$ cat src/hw/rtl/mac_pkg.sv
// Shared types, constants and helper functions of the motion alarm controller.
`timescale 1ns / 1ps

package mac_pkg;

  // Field and register widths
  localparam int SAMPLE_W     = 14;
  localparam int THRESH_W     = 14;
  localparam int TICK_W       = 16;
  localparam int CFG_IDX_W    = 2;
  localparam int CFG_DATA_W   = 16;
  localparam int CMP_W        = (SAMPLE_W > THRESH_W) ? SAMPLE_W : THRESH_W;
  localparam int IN_FIELDS_W  = 1 + 3 * SAMPLE_W;
  localparam int IN_TDATA_W   = ((IN_FIELDS_W + 7) / 8) * 8;
  localparam int OUT_FIELDS_W = 4;
  localparam int OUT_TDATA_W  = ((OUT_FIELDS_W + 7) / 8) * 8;

  // Register reset values
  localparam logic [THRESH_W-1:0] THRESH_RST = THRESH_W'(50);
  localparam logic [TICK_W-1:0]   ARM_RST    = TICK_W'(5000);
  localparam logic [TICK_W-1:0]   BLINK_RST  = TICK_W'(1000);
  localparam logic [TICK_W-1:0]   ENTRY_RST  = TICK_W'(3000);

  // Register indexes on the configuration port
  typedef enum logic [CFG_IDX_W-1:0] {
    CFG_THRESH = 2'd0,
    CFG_ARM    = 2'd1,
    CFG_BLINK  = 2'd2,
    CFG_ENTRY  = 2'd3
  } cfg_idx_t;

  // Alarm modes, also the mode field of a result
  typedef enum logic [1:0] {
    MODE_IDLE  = 2'd0,
    MODE_ARMED = 2'd1,
    MODE_PRE   = 2'd2,
    MODE_ALARM = 2'd3
  } mode_t;

  // One tick as it enters the block
  typedef struct packed {
    logic                       key_press;
    logic signed [SAMPLE_W-1:0] accel_x;
    logic signed [SAMPLE_W-1:0] accel_y;
    logic signed [SAMPLE_W-1:0] accel_z;
  } beat_t;

  // One result beat
  typedef struct packed {
    logic  green_led;
    logic  red_led;
    mode_t mode;
  } result_t;

  // Magnitude of a two's complement sample; the most negative value maps exactly
  function automatic logic [SAMPLE_W-1:0] sample_mag(input logic signed [SAMPLE_W-1:0] s);
    logic [SAMPLE_W-1:0] u;
    u = s;
    return u[SAMPLE_W-1] ? (~u + SAMPLE_W'(1)) : u;
  endfunction

  // True when the magnitude strays from its baseline by more than the threshold
  function automatic logic motion_hit(input logic [SAMPLE_W-1:0] mag,
                                      input logic [SAMPLE_W-1:0] base,
                                      input logic [THRESH_W-1:0] thr);
    logic [SAMPLE_W-1:0] diff;
    diff = (mag >= base) ? (mag - base) : (base - mag);
    return CMP_W'(diff) > CMP_W'(thr);
  endfunction

endpackage

$ cat src/hw/rtl/mac_in_stage.sv
// Input register stage: captures one tick beat and holds it until the core steps.
`timescale 1ns / 1ps

module mac_in_stage (
  input  logic          clk,
  input  logic          rst_n,
  input  logic          in_tvalid,
  output logic          in_tready,
  input  mac_pkg::beat_t beat_in,
  input  logic          advance,
  output logic          beat_valid,
  output mac_pkg::beat_t beat_out
);

  logic           valid_r;
  logic           valid_nxt;
  mac_pkg::beat_t beat_r;
  logic           load;

  // Take a new beat when empty or when the held one moves on this cycle
  assign in_tready = !valid_r || advance;
  assign load      = in_tvalid && in_tready;

  always_comb begin
    valid_nxt = valid_r;
    if (load) begin
      valid_nxt = 1'b1;
    end else if (advance) begin
      valid_nxt = 1'b0;
    end
  end

  always_ff @(posedge clk) begin
    if (!rst_n) begin
      valid_r <= 1'b0;
    end else begin
      valid_r <= valid_nxt;
    end
  end

  // Hold the payload
  always_ff @(posedge clk) begin
    if (load) begin
      beat_r <= beat_in;
    end
  end

  assign beat_valid = valid_r;
  assign beat_out   = beat_r;

endmodule

$ cat src/hw/rtl/mac_core.sv
// Alarm core: configuration registers, tick counters, baselines and mode state machine.
`timescale 1ns / 1ps

module mac_core (
  input  logic                             clk,
  input  logic                             rst_n,
  input  logic                             cfg_wr_en,
  input  logic [mac_pkg::CFG_IDX_W-1:0]    cfg_index,
  input  logic [mac_pkg::CFG_DATA_W-1:0]   cfg_wdata,
  input  logic                             step_en,
  input  mac_pkg::beat_t                   beat,
  output mac_pkg::result_t                 result
);

  localparam int SW = mac_pkg::SAMPLE_W;
  localparam int TW = mac_pkg::TICK_W;

  // Configuration registers
  logic [mac_pkg::THRESH_W-1:0] thresh_r;
  logic [TW-1:0]                arm_cfg_r;
  logic [TW-1:0]                blink_cfg_r;
  logic [TW-1:0]                entry_cfg_r;

  // Alarm state
  mac_pkg::mode_t mode_r, mode_nxt;
  logic           pending_r, pending_nxt;
  logic [TW-1:0]  arm_r, arm_nxt;
  logic [TW-1:0]  blink_r, blink_nxt;
  logic [TW-1:0]  entry_r, entry_nxt;
  logic [SW-1:0]  base_x_r, base_x_nxt;
  logic [SW-1:0]  base_y_r, base_y_nxt;
  logic [SW-1:0]  base_z_r, base_z_nxt;
  logic           green_r, green_nxt;
  logic           red_r, red_nxt;

  logic [SW-1:0]  mag_x, mag_y, mag_z;
  logic [TW-1:0]  arm_dec, blink_dec, entry_dec;
  logic           motion;

  // Write configuration
  always_ff @(posedge clk) begin
    if (!rst_n) begin
      thresh_r    <= mac_pkg::THRESH_RST;
      arm_cfg_r   <= mac_pkg::ARM_RST;
      blink_cfg_r <= mac_pkg::BLINK_RST;
      entry_cfg_r <= mac_pkg::ENTRY_RST;
    end else if (cfg_wr_en) begin
      unique case (mac_pkg::cfg_idx_t'(cfg_index))
        mac_pkg::CFG_THRESH: thresh_r    <= cfg_wdata[mac_pkg::THRESH_W-1:0];
        mac_pkg::CFG_ARM:    arm_cfg_r   <= cfg_wdata[TW-1:0];
        mac_pkg::CFG_BLINK:  blink_cfg_r <= cfg_wdata[TW-1:0];
        mac_pkg::CFG_ENTRY:  entry_cfg_r <= cfg_wdata[TW-1:0];
        default: ;
      endcase
    end
  end

  // Axis magnitudes and motion detect against the baselines
  assign mag_x  = mac_pkg::sample_mag(beat.accel_x);
  assign mag_y  = mac_pkg::sample_mag(beat.accel_y);
  assign mag_z  = mac_pkg::sample_mag(beat.accel_z);
  assign motion = mac_pkg::motion_hit(mag_x, base_x_r, thresh_r) ||
                  mac_pkg::motion_hit(mag_y, base_y_r, thresh_r) ||
                  mac_pkg::motion_hit(mag_z, base_z_r, thresh_r);

  // Count down toward zero, stopping there
  assign arm_dec   = (arm_r   != '0) ? (arm_r   - TW'(1)) : arm_r;
  assign blink_dec = (blink_r != '0) ? (blink_r - TW'(1)) : blink_r;
  assign entry_dec = (entry_r != '0) ? (entry_r - TW'(1)) : entry_r;

  // Step the mode state machine once per tick
  always_comb begin
    mode_nxt    = mode_r;
    pending_nxt = pending_r;
    arm_nxt     = arm_dec;
    blink_nxt   = blink_dec;
    entry_nxt   = entry_dec;
    base_x_nxt  = base_x_r;
    base_y_nxt  = base_y_r;
    base_z_nxt  = base_z_r;
    green_nxt   = green_r;
    red_nxt     = red_r;
    unique case (mode_r)
      mac_pkg::MODE_IDLE: begin
        if (beat.key_press) begin
          pending_nxt = 1'b1;
          arm_nxt     = arm_cfg_r;
          green_nxt   = 1'b1;
        end
        // Arm and calibrate once the delay has run out
        if (pending_nxt && (arm_nxt == '0)) begin
          blink_nxt  = blink_cfg_r;
          green_nxt  = 1'b0;
          base_x_nxt = mag_x;
          base_y_nxt = mag_y;
          base_z_nxt = mag_z;
          mode_nxt   = mac_pkg::MODE_ARMED;
        end
      end
      mac_pkg::MODE_ARMED: begin
        if (blink_dec == '0) begin
          blink_nxt = blink_cfg_r;
          green_nxt = !green_r;
        end
        // Key press wins over motion
        if (beat.key_press) begin
          green_nxt   = 1'b0;
          pending_nxt = 1'b0;
          mode_nxt    = mac_pkg::MODE_IDLE;
        end else if (motion) begin
          entry_nxt = entry_cfg_r;
          green_nxt = 1'b0;
          mode_nxt  = mac_pkg::MODE_PRE;
        end
      end
      mac_pkg::MODE_PRE: begin
        if (entry_dec == '0) begin
          red_nxt  = 1'b1;
          mode_nxt = mac_pkg::MODE_ALARM;
        end
        if (beat.key_press) begin
          red_nxt     = 1'b0;
          pending_nxt = 1'b0;
          mode_nxt    = mac_pkg::MODE_IDLE;
        end
      end
      mac_pkg::MODE_ALARM: begin
        if (beat.key_press) begin
          red_nxt     = 1'b0;
          pending_nxt = 1'b0;
          mode_nxt    = mac_pkg::MODE_IDLE;
        end
      end
      default: begin
        mode_nxt = mac_pkg::MODE_IDLE;
      end
    endcase
  end

  // Advance state only when a tick is consumed
  always_ff @(posedge clk) begin
    if (!rst_n) begin
      mode_r    <= mac_pkg::MODE_IDLE;
      pending_r <= 1'b0;
      arm_r     <= '0;
      blink_r   <= '0;
      entry_r   <= '0;
      base_x_r  <= '0;
      base_y_r  <= '0;
      base_z_r  <= '0;
      green_r   <= 1'b0;
      red_r     <= 1'b0;
    end else if (step_en) begin
      mode_r    <= mode_nxt;
      pending_r <= pending_nxt;
      arm_r     <= arm_nxt;
      blink_r   <= blink_nxt;
      entry_r   <= entry_nxt;
      base_x_r  <= base_x_nxt;
      base_y_r  <= base_y_nxt;
      base_z_r  <= base_z_nxt;
      green_r   <= green_nxt;
      red_r     <= red_nxt;
    end
  end

  // Result of this tick is the state after the step
  assign result.green_led = green_nxt;
  assign result.red_led   = red_nxt;
  assign result.mode      = mode_nxt;

endmodule

$ cat src/hw/rtl/mac_out_stage.sv
// Result register stage: holds one result beat until the consumer takes it.
`timescale 1ns / 1ps

module mac_out_stage (
  input  logic             clk,
  input  logic             rst_n,
  input  logic             res_valid,
  input  mac_pkg::result_t res_in,
  output logic             free,
  output logic             out_tvalid,
  input  logic             out_tready,
  output mac_pkg::result_t res_out
);

  logic             valid_r;
  logic             valid_nxt;
  mac_pkg::result_t res_r;
  logic             load;

  // Slot opens when empty or when the held beat leaves this cycle
  assign free = !valid_r || out_tready;
  assign load = res_valid && free;

  always_comb begin
    valid_nxt = valid_r;
    if (load) begin
      valid_nxt = 1'b1;
    end else if (out_tready) begin
      valid_nxt = 1'b0;
    end
  end

  always_ff @(posedge clk) begin
    if (!rst_n) begin
      valid_r <= 1'b0;
    end else begin
      valid_r <= valid_nxt;
    end
  end

  // Hold the result payload
  always_ff @(posedge clk) begin
    if (load) begin
      res_r <= res_in;
    end
  end

  assign out_tvalid = valid_r;
  assign res_out    = res_r;

endmodule

$ cat src/hw/rtl/motion_alarm_controller.sv
// A tick beat waits in the input register, the core steps on it, and the result
// is captured in the result register. One tick beat per cycle while out_tready is
// high; the two registers run as a two-stage pipe, the core stepping once per tick.
// Reset: synchronous active-low rst_n clears both stages, the mode (idle), the
// counters, baselines and LEDs, and loads the register defaults 50/5000/1000/3000.
`timescale 1ns / 1ps

module motion_alarm_controller (
  input  logic                                clk,
  input  logic                                rst_n,
  input  logic                                in_tvalid,
  output logic                                in_tready,
  // [0] key_press, [14:1] accel_x, [28:15] accel_y, [42:29] accel_z, rest zero
  input  logic [mac_pkg::IN_TDATA_W-1:0]      in_tdata,
  output logic                                out_tvalid,
  input  logic                                out_tready,
  // [0] green_led, [1] red_led, [3:2] mode, rest zero
  output logic [mac_pkg::OUT_TDATA_W-1:0]     out_tdata,
  input  logic                                cfg_wr_en,
  input  logic [mac_pkg::CFG_IDX_W-1:0]       cfg_index,
  input  logic [mac_pkg::CFG_DATA_W-1:0]      cfg_wdata
);

  localparam int SW = mac_pkg::SAMPLE_W;

  mac_pkg::beat_t   beat_in;
  mac_pkg::beat_t   beat_held;
  logic             beat_valid;
  logic             out_free;
  logic             step_en;
  mac_pkg::result_t result;
  mac_pkg::result_t result_held;

  // Unpack the input beat
  assign beat_in.key_press = in_tdata[0];
  assign beat_in.accel_x   = in_tdata[1 +: SW];
  assign beat_in.accel_y   = in_tdata[1 + SW +: SW];
  assign beat_in.accel_z   = in_tdata[1 + 2 * SW +: SW];

  // Step the core when a tick is held and the result slot can take it
  assign step_en = beat_valid && out_free;

  mac_in_stage u_in (
    .clk        (clk),
    .rst_n      (rst_n),
    .in_tvalid  (in_tvalid),
    .in_tready  (in_tready),
    .beat_in    (beat_in),
    .advance    (out_free),
    .beat_valid (beat_valid),
    .beat_out   (beat_held)
  );

  mac_core u_core (
    .clk       (clk),
    .rst_n     (rst_n),
    .cfg_wr_en (cfg_wr_en),
    .cfg_index (cfg_index),
    .cfg_wdata (cfg_wdata),
    .step_en   (step_en),
    .beat      (beat_held),
    .result    (result)
  );

  mac_out_stage u_out (
    .clk        (clk),
    .rst_n      (rst_n),
    .res_valid  (beat_valid),
    .res_in     (result),
    .free       (out_free),
    .out_tvalid (out_tvalid),
    .out_tready (out_tready),
    .res_out    (result_held)
  );

  // Pack the result beat
  assign out_tdata = {{(mac_pkg::OUT_TDATA_W - mac_pkg::OUT_FIELDS_W){1'b0}},
                      result_held.mode, result_held.red_led, result_held.green_led};

endmodule

$ cat config.mk
export PLATFORM = sky130hd
export DESIGN_NAME = motion_alarm_controller
export DESIGN_NICKNAME = d
export VERILOG_FILES = /design/src/hw/rtl/mac_pkg.sv /design/src/hw/rtl/mac_in_stage.sv /design/src/hw/rtl/mac_core.sv /design/src/hw/rtl/mac_out_stage.sv /design/src/hw/rtl/motion_alarm_controller.sv
export SDC_FILE = /design/constraint.sdc
export NUM_CORES = 1
export LEC_CHECK = 0
export BUFFER_PORTS_ARGS = -buffer_cell sky130_fd_sc_hd__buf_2
export CAP_MARGIN = 30
export CORE_ASPECT_RATIO = 1.5
export CORE_MARGIN = 2
export CORE_UTILIZATION = 50
export CTS_CLUSTER_SIZE = 10
export DETAILED_ROUTE_END_ITERATION = 10
export GPL_TIMING_DRIVEN = 0
export PLACE_DENSITY = 0.78
export SYNTH_ARGS = -nofsm -noshare
export SYNTH_HDL_FRONTEND = slang
export SYNTH_SLANG_ARGS = --single-unit
$ cat constraint.sdc
create_clock -name clk -period 8.95 [get_ports clk]
set_input_delay 1.3425 -clock clk [delete_from_list [all_inputs] [get_ports clk]]
set_output_delay 1.3425 -clock clk [all_outputs]
set_load 0.05 [all_outputs]
==> metrics <==
status completed; boundary pin count 81; post-synthesis sequential area ratio 0.314; worst-skew pair later-pin latency 0.53 ns; WP data required 9.42 ns; cell taking the most area after synthesis dfxtp_1; DR WL/cell 18.8 um; Mapped Cells 1821; VDD IR-drop max 0.152 mV; Sw Share 0.366; met2 Use GR 0.516; clock slew at reported path FFs 0.06 ns; die width 144 um; Final WS setup 1.01 ns; Final TNS setup 0 ns; Reg power frac 0.337; Die ar. 30700 um^2; largest net degree at the start of global routing 30; Max Fclk 0.126 GHz; gr busiest metal met2; RePlAce Congestion 1.00; clock tree sinks 206; Clock Power Share 0.287; RSZ-0062 raised after global routing false; Worst Max-Slew Pin Slew 1.08 ns; final count of hold timing violations 0; Final Cell Area 16200 um^2; Comb power frac 0.376; core region area 28700 um^2; adder-cell share of the synthesized area 0.119; Hold WC Path Type reg2reg; deepest clock path buffer count 3; CTS tree done; worst r2r src u_in.beat_out[6]; Ys Warns 0; post-cts sizing count 0; max-slew violations 0; NumNets Final 2129; most common cell in the netlist nand2_1; DR vias/cell 6.04; drt pass-1 iters 6; CTS HTree Levels 1; Critical Path Source u_in.beat_out[6]; critical path class reg2reg; Die Ht 214 um; MaxCap Viol Count 0; Power, Total 3.20 mW; Placed Instance Area 15500 um^2; Setup-failing EPs final 0; EDFF count, synth 47; DR DRC count 0; global route total overflow 0; M3 GR Usage 0.0342; Async S/R FF share, synth 0; # hold bufs at CTS 0; total CTS buffers 25; GR Util met1 0.294; fin crit share 0.888; pre-CTS setup slack 1.18 ns; Leak 6.63 nW; post-CTS setup buffer count 0; final WL 43700 um; crit path DAT 8.41 ns; routed vias 14100; Post-Synth XOR/XNOR Area 0.0503; Worst Setup End Kind flip-flop; vias in the first global route 13800; Mean Syn Cell Area 8.03 um^2; initial core utilization 0.509; internal power 2.03 mW; Psw 1.17 mW; flip-flop and latch count after synthesis 206; crit path max fanout 10; Worst slew margin 0.276; most area-consuming cells after synthesis dfxtp_1, ha_1, edfxtp_1, nand2_1, a21oi_1; diode count 0; largest family of logic cells by synthesized area compound AO/OA/AOI/OAI gates; initial antenna violation count 0; Synth cell types 81; Port Buffers 69; Final ANT Viol Nets 0; Post-synth top cells nand2_1, dfxtp_1, a21oi_1, nor2_1, inv_1; first-pass GRT wire length 68500 um; Startpoint Class flip-flop; FP Rows 76; Synth Area in Compound Gates 0.213; Hold Crit Start u_core.blink_cfg_r[2]; P&R area growth vs syn 10.8%; Total GRT Usage 0.282; Cell Pwr Density 198 nW/um^2; Final min period 7.94 ns; prevailing post-synth register cell dfxtp_1; initial drt markers 1016; HPWL after detailed placement 33400 um; Post-Synth Simple-Gate Area 0.203; layout cells sized above 1 0.0765; Root Buffer clkbuf_16; post-synthesis mux area share 0.0316; Clock Skew 0.0122 ns; synthesized area 14600 um^2; area fraction of the dominant cell type after synthesis 0.218; R2R Setup Slk 1.01 ns
placed cells by master (no fill, tap or decap), types with 47 or more instances in the layout:
master    Yosys  layout
nand2_1     220     220
dfxtp_1     159     159
a21oi_1     157     157
nor2_1      135     135
inv_1       134     134
ha_1        130     130
clkbuf_1     93     104
buf_2        10      79
o21ai_0      75      75
xnor2_1      69      69
nand3_1      56      56
a211oi_1     51      51
edfxtp_1     47      47
metrics by stage:
stage	std cells	utilization	hold slack (ns)
6_report	2325	0.564	0.451
4_1_cts	2325	0.564	0.453
3_3_place_gp	2283	0.539	0.439
3_5_place_dp	2285	0.540	0.445
2_1_floorplan	1824	-	0.432
5_1_grt	2325	0.564	0.478
logic make-up after synthesis:
kind of cell,after synthesis
buffers and inverters,250
and+or+nand+nor,615
DFF,206
muxes,45
xor gates and xnor gates,84
AOI/OAI and AO/OA,484
other,1
adders and majority gates,136
critical path, stage by stage, from the launching register on:
cell	delay, ns
edfxtp_1	0.42
or4_1	0.63
nor4_1	0.28
nand2b_1	0.11
nor4b_1	0.74
ha_1	0.32
nor4_1	0.08
a211oi_1	0.88
clkbuf_1	0.45
clkbuf_1	0.50
mux2i_1	0.25
o31ai_1	0.10
xor2_1	0.16
ha_1	0.31
nand4_1	0.15
or4_1	0.53
a222oi_1	0.72
nor4_1	0.12
clkbuf_1	0.30
buf_1	0.34
nor3_1	0.28
a211oi_1	0.08
nor2_1	0.13
flip-flops by register name, summed over array words and instances, names as in the netlist, 2 cells and up:
signal,flops
u_in.beat_out,43
u_core.arm_cfg_r,16
u_core.arm_r,16
u_core.blink_cfg_r,16
u_core.blink_r,16
u_core.entry_cfg_r,16
u_core.entry_r,16
u_core.base_x_r,14
u_core.base_y_r,14
u_core.base_z_r,14
u_core.thresh_r,14
u_out.res_out,4
u_core.mode_r,2
power by group through the flow:
stage	Combinational, mW	Sequential, mW	Clock [mW]
floorplan	0.911	1.08	0
global placement	1.15	1.09	0
detailed placement	1.18	1.10	0
CTS	1.18	1.08	0.936
global route	1.33	1.09	0.968
finish	1.21	1.08	0.918
layer usage:
metal | part of all wire | up-vias
met5 | 0 | -
met1 | 0.36 | 6634
met3 | 0.058 | 190
li1 | - | 6694
met2 | 0.50 | 533
met4 | 0.076 | 0
worst paths after layout:
kind / endpoint / depth (start not counted)
worst max-delay path: u_core.entry_r[11] / 22
worst min-delay path: u_core.blink_cfg_r[2] / 2
worst max register to register: u_core.entry_r[11] / 22
worst min register to register: u_core.blink_cfg_r[2] / 2
area by class of cell:
class | instances | area, um^2
plain buffers | 115 | 493
clock buffers | 38 | 694
clock inverters | 2 | 10.0
fillers | 2686 | 12500
inverters | 135 | 507
multi-input cells | 1368 | 9050
flip-flops and latches | 206 | 4590
well taps | 390 | 488
repair buffers | 71 | 373
Power figures use the tool's default switching activity.
